`config.mk`:
```
export PLATFORM = sky130hd
export DESIGN_NAME = fvn3_hash_cell
export DESIGN_NICKNAME = d
export VERILOG_FILES = /design/src/fvn3_pkg.sv /design/src/fvn3_hash_cell.sv
export SDC_FILE = /design/constraint.sdc
export NUM_CORES = 1
export LEC_CHECK = 0
export BUFFER_PORTS_ARGS = -buffer_cell sky130_fd_sc_hd__buf_2
export CAP_MARGIN = 10
export CORE_MARGIN = 10
export CORE_UTILIZATION = 65
export CTS_CLUSTER_SIZE = 24
export DETAILED_ROUTE_END_ITERATION = 6
export PLACE_DENSITY = 0.84
export SLEW_MARGIN = 25
export SYNTH_ARGS = -nofsm -noshare
export SYNTH_HDL_FRONTEND = slang
export SYNTH_SLANG_ARGS = --single-unit
```
`constraint.sdc`:
```
create_clock -name aclk -period 15.6 [get_ports aclk]
set_input_delay 1.56 -clock aclk [delete_from_list [all_inputs] [get_ports aclk]]
set_output_delay 1.56 -clock aclk [all_outputs]
set_load 0.02 [all_outputs]
```
`src/fvn3_pkg.sv`:
```
// Shared types, constants and the blend schedule of the fractal value noise core.
package fvn3_pkg;

    localparam int MAX_OCTAVES_DEF = 8;
    localparam int FRAC_BITS_DEF   = 16;

    localparam int          CFG_IDX_W        = 8;
    localparam logic [7:0]  REG_BASE_FREQ    = 8'd0;
    localparam logic [7:0]  REG_OCTAVE_COUNT = 8'd1;
    localparam logic [7:0]  REG_PERSISTENCE  = 8'd2;
    localparam logic [7:0]  REG_NOISE_SEED   = 8'd3;

    localparam logic [31:0] RST_BASE_FREQ   = 32'd16777216;
    localparam logic [3:0]  RST_OCTAVES     = 4'd4;
    localparam logic [15:0] RST_PERSISTENCE = 16'd32768;
    localparam logic [31:0] RST_SEED        = 32'd0;

    localparam logic [31:0] HASH_MUL_A = 32'd747796405;
    localparam logic [31:0] HASH_ADD_A = 32'd2891336453;
    localparam logic [31:0] HASH_MUL_B = 32'd277803737;
    localparam logic [31:0] SEED_STEP  = 32'd97;

    localparam int HASH_STAGES = 4;
    localparam int QUOT_W      = 18;
    localparam int STACK_STEPS = 15;

    typedef logic [2:0][31:0] corner_t;

    typedef struct packed {
        logic        valid;
        corner_t     corner;
        logic [31:0] word;
    } hash_lane_t;

    typedef enum logic [3:0] {
        ST_IDLE,
        ST_PROD,
        ST_SPLIT,
        ST_HASH,
        ST_STACK,
        ST_ACC,
        ST_AMP,
        ST_DIV_INIT,
        ST_DIV,
        ST_DONE
    } state_t;

    typedef enum logic [1:0] {
        OP_PUSH,
        OP_MERGE_X,
        OP_MERGE_Y,
        OP_MERGE_Z
    } stack_op_t;

    function automatic stack_op_t stack_op(input logic [3:0] step);
        stack_op_t op;
        unique case (step)
            4'd2, 4'd5, 4'd9, 4'd12: op = OP_MERGE_X;
            4'd6, 4'd13:             op = OP_MERGE_Y;
            4'd14:                   op = OP_MERGE_Z;
            default:                 op = OP_PUSH;
        endcase
        return op;
    endfunction

endpackage

```
`src/fvn3_hash_cell.sv`:
```
// One link of the lattice hash chain: a two-stage integer mixing round.
module fvn3_hash_cell (
    input  logic                aclk,
    input  logic                aresetn,
    input  fvn3_pkg::hash_lane_t lane_i,
    output fvn3_pkg::hash_lane_t lane_o
);

    logic [31:0]       a_reg;
    logic [31:0]       w_reg;
    fvn3_pkg::corner_t corner_a_reg;
    fvn3_pkg::corner_t corner_b_reg;
    logic              valid_a_reg;
    logic              valid_b_reg;
    logic [4:0]        rot_amt;
    logic [31:0]       rot_word;

    assign rot_amt  = {1'b0, a_reg[31:28]} + 5'd4;
    assign rot_word = (a_reg >> rot_amt) ^ a_reg;

    always_ff @(posedge aclk) begin
        if (!aresetn) begin
            valid_a_reg <= 1'b0;
            valid_b_reg <= 1'b0;
        end else begin
            valid_a_reg <= lane_i.valid;
            valid_b_reg <= valid_a_reg;
        end
    end

    always_ff @(posedge aclk) begin
        a_reg        <= lane_i.word * fvn3_pkg::HASH_MUL_A + fvn3_pkg::HASH_ADD_A;
        corner_a_reg <= lane_i.corner;
        w_reg        <= rot_word * fvn3_pkg::HASH_MUL_B;
        corner_b_reg <= corner_a_reg;
    end

    assign lane_o.valid  = valid_b_reg;
    assign lane_o.corner = corner_b_reg;
    assign lane_o.word   = (w_reg >> 22) ^ w_reg;

endmodule

```
== After elaboration in Yosys (flattened, before gate mapping) ==
Cells that the tools add are included.
Widths: inputs -> output; s select.

* Logic and storage cells: 17
* Register bits: 258
* Output and inout bits: 129

* Shift-type cells: 1
* Bitwise logic cells: 2
* $add $sub $neg: 2
* $mul: 2

{| class="wikitable"
|+ Operator list
! kind !! count
|-
| $add 32x32->32 const B || 1
|-
| $mul 32x29->32 const B || 1
|-
| $mul 32x30->32 const B || 1
|-
| $shr 32x5->32 || 1
|-
| $xor 10x32->32 || 1
|-
| $xor 32x32->32 || 1
|-
| $add 4x3->5 const B || 1
|}

== Logic depth before layout (Yosys ltp) ==
* Depth in word-level cells: 4
* Gate-level depth with buffers: 35

== Least setup slack after synthesis ==
OpenSTA, ideal clock, no wires.

* Path type: reg2reg
* From: reg a_reg[28]
* To: reg w_reg[31]
* Setup slack: 7.883 ns
* Path buffers: 4
* Required time: 15.528 ns
* Clock period less this slack: 7.717 ns
* Arrival time: 7.645 ns
* Library setup time: 0.072 ns
* Cell stages (with the launch flop): 32
* Cells stage by stage: dfxtp_1 > buf_2 > buf_2 > buf_2 > clkbuf_1 > a21oi_1 > mux2_2 > o21ai_0 > xor2_1 > inv_1 > ha_1 > fa_1 > inv_1 > fa_1 > fa_1 > fa_1 > inv_1 > fa_1 > fa_1 > inv_1 > fa_1 > inv_1 > ha_1 > a21oi_1 > nor2_1 > o21a_1 > o21ai_0 > nand2_1 > a211oi_2 > o31ai_1 > a31oi_1 > xnor2_1

* Word-level cells in the longest chain between the ends: 4

{| class="wikitable"
|+ RTL lines
! item !! RTL line !! RTL
|-
| from (decl) || fvn3_hash_cell.sv:9 || <nowiki>logic [31:0] a_reg;</nowiki>
|-
| from (signal assigned) || fvn3_hash_cell.sv:32 || <nowiki>a_reg <= lane_i.word * fvn3_pkg::HASH_MUL_A + fvn3_pkg::HASH_ADD_A;</nowiki>
|-
| $add 4x3->5 || fvn3_hash_cell.sv:18 || <nowiki>assign rot_amt = {1'b0, a_reg[31:28]} + 5'd4;</nowiki>
|-
| $shr 32x5->32 || fvn3_hash_cell.sv:19 || <nowiki>assign rot_word = (a_reg >> rot_amt) ^ a_reg;</nowiki>
|-
| $xor 32x32->32 * || fvn3_hash_cell.sv:19 ||
|-
| $mul 32x29->32 * || fvn3_hash_cell.sv:34 || <nowiki>w_reg <= rot_word * fvn3_pkg::HASH_MUL_B;</nowiki>
|-
| to (signal assigned) || fvn3_hash_cell.sv:34 ||
|-
| to (decl) || fvn3_hash_cell.sv:10 || <nowiki>logic [31:0] w_reg;</nowiki>
|}

Every way passes the cells marked *; elsewhere a longest branch is shown, timed or not.
A chain may end at the register's enable or synchronous reset.

== Worst setup path after layout ==
* From: reg a_reg[29]
* To: reg w_reg[31]

Same word-level chain as after synthesis.

==> run_results.csv <==
group,metric,value,unit
cells_and_area,nNetsFinal,3424,
clock_tree,htreeDepth,1,
floorplanning,chipHeight,215,um
detailed_routing,remaining_drc_errors,0,
placement,io_buffer_count,259,
placement,dpl-instance-area,26400,sq um
logic_synthesis,yosys_warnings,0,
outcome,status,"finished, final reports clean",
cells_and_area,drive_above_1_share,0.136,
global_route,track_usage,0.292,
critical_path,critical_path_class,"flop to flop",
timing,tns,0,ps
run,cap_violations,0,
cells_and_area,ff_latch_area,5170,sq um
global_route,grt-ovfl-total,0,
floorplanning,ios,260,
logic_synthesis,ys_seq_area_frac,0.209,
global_route,grt_pass1_vias,18500,
critical_path,crit_arrival,9060,ps
floorplanning,core_area,37600,sq um
clock_tree,worstSkewPairLatency,530,ps
cells_and_area,multi_input_area,17000,sq um
timing,slew_violations,0,
timing,relSlewSlack,0.386,
critical_path,critPathMaxFanout,38,
critical_path,startpoint,"a_reg[29]",
clock_tree,cts_tree,"built",
timing,fmax,116,MHz
floorplanning,row_count,71,
detailed_routing,first_iter_violations,1162,
floorplanning,die_w,215,um
cells_and_area,synthToLayoutAreaGrowth,10.5,%
clock_tree,cts-root-buf,"clkbuf_16",
clock_tree,cts_hold_buf,0,
detailed_routing,wirelength,67500,um
logic_synthesis,synth_nets,3180,
timing,min_period_over_period,0.551,
detailed_routing,ant_nets,0,
placement,finalWeightedCongestion,1.01,
global_route,antenna_found_initial,5,
cells_and_area,fin_area,27300,sq um
cells_and_area,layout_commonest_cell,"inv_1",
timing,finalCriticalPeriod,8600,ps
global_route,grt_first_pass_wirelength,104000,um
worst_hold_path,hp-class,"flop to flop",
timing,hold_viol,0,
logic_synthesis,synth_top_flop_cell,"dfxtp_1",
clock_tree,clock_sink_count,258,
floorplanning,die_area,46200,sq um
cells_and_area,fill_cells,2565,
placement,dp_hpwl,58200,um
floorplanning,start_util,0.658,
detailed_routing,avgRoutedWirePerCell,22.1,um
logic_synthesis,netlist_area,24700,sq um
critical_path,crit_required,16060,ps
detailed_routing,first_pass_iters,5,
global_route,grt_start_max_net_pins,39,
timing,grt_setup_unrepaired,"false",
detailed_routing,via_per_inst,5.44,
critical_path,rr_startpoint,"a_reg[29]",
worst_hold_path,min_from,"corner_a_reg[20]",
cells_and_area,mostFrequentLayoutCells,"inv_1, fa_1, ha_1",
placement,placedCellCount,2996,
clock_tree,cts_buffers,25,
clock_tree,cts_resized,0,
clock_tree,post-cts-setup-buffers,0,
timing,tightest_slew,898,ps
clock_tree,clk_path_buf_depth,3,
logic_synthesis,netlist_instances,2268,
timing,setup_viol_count_final,0,
clock_tree,clkSlewWorstSetupHoldPaths,60,ps
logic_synthesis,async_flop_share,0,
logic_synthesis,avgSynthCellArea,10.9,sq um
critical_path,critPathCaptureType,"flop",
logic_synthesis,synth_edf_count,0,
critical_path,cp-start-kind,"flop",
cells_and_area,fin_cells,3046,
detailed_routing,vias,16600,
logic_synthesis,synth_seq_cells,258,
logic_synthesis,synthDistinctLibCells,59,
critical_path,reg2reg_setup_slack,7000,ps
timing,fin_skew,9.55,ps
-- kinds of logic (layout without fill, tap and decap cells) --
logic type / Yosys count / in the layout / share of synthesized area
DFF: 258 / 258 / 0.209
xor gates and xnor gates: 178 / 178 / 0.0637
other: 0 / 4 / 0
AOI/OAI and AO/OA: 207 / 207 / 0.0535
muxes: 38 / 38 / 0.0196
adders and majority gates: 781 / 781 / 0.522
and+or+nand+nor: 153 / 153 / 0.0283
buffers and inverters: 653 / 916 / 0.104
-- stage by stage --
step / setup slack [ps] / hold slack (ps) / utilization
6_report: 7000 / 323 / 0.727
2_1_floorplan: 7880 / 310 / -
5_1_grt: 6620 / 322 / 0.727
3_3_place_gp: 7110 / 310 / 0.703
3_5_place_dp: 6970 / 312 / 0.703
4_1_cts: 6980 / 323 / 0.726
-- path summary, 6_finish.rpt --
kind                 to  cells after the start
max reg2reg   w_reg[31]                     26
min reg2reg  lane_o[52]                      0
max           w_reg[31]                     26
min          lane_o[52]                      0
-- metal layers --
layer,share of wire,wire length (um),vias up,GRT usage
met1,0.37,24700,8232,0.337
met2,0.49,33200,704,0.496
li1,-,-,7428,-
met5,0.00015,10,-,0
met4,0.054,3620,2,0.147
met3,0.088,5910,202,0.0777
-- cell type report --
class | count | share of cell area
multi-input combinational | 1357 | 0.622
sequential | 258 | 0.189
inverter | 603 | 0.0829
timing repair buffer | 267 | 0.0497
clock buffer | 33 | 0.0258
tap | 511 | 0.0234
clock inverter | 13 | 0.00646
antenna | 4 | 0.000367
-- worst max-delay path, cell delays in order (launching register included) --
cell	delay, ps
dfxtp_1	310
buf_4	420
mux2i_1	460
a21oi_1	170
mux2_2	300
o21ai_0	210
xor2_1	340
inv_1	280
ha_1	400
fa_1	630
fa_1	450
ha_1	290
inv_1	160
fa_1	480
fa_1	540
inv_1	50
fa_1	450
fa_1	670
ha_1	320
a21o_1	210
nor2_1	90
nand3_1	130
a221o_1	440
a211oi_2	240
o31ai_1	140
a31oi_1	210
xnor2_1	140
-- synth_stat cells, types with 3 or more instances --
master      n  area, sq um
o21ai_1     4         20.0
o21bai_1    9         67.6
nand4_1     7         43.8
dfxtp_1   258         5160
a31oi_1     3         18.8
nor3_1     12         60.1
o21a_1     10         75.1
nor2_1     47          176
xnor2_1   119         1040
buf_4      23          173
a21oi_1    65          325
a211oi_1    4         30.0
buf_6       3         33.8
mux2_2     10          113
o21ai_0    45          225
o31ai_1     3         22.5
clkbuf_1   14         52.6
fa_1      418         8370
nor4_1      3         18.8
mux2i_1    20          200
and3_1      5         31.3
nand2_1    45          169
buf_1       4         15.0
mux4_2      7          158
o211ai_1    9         67.6
buf_2       6         30.0
ha_1      363         4540
a21o_1     30          225
inv_1     601         2260
a221oi_1    3         26.3
nand2b_1    6         37.5
nand3_1    10         50.1
xor2_1     57          499
and2_1     12         75.1
Power is not shown: default switching activity piles up to over one toggle a cycle in this logic, so the estimate is an artifact.
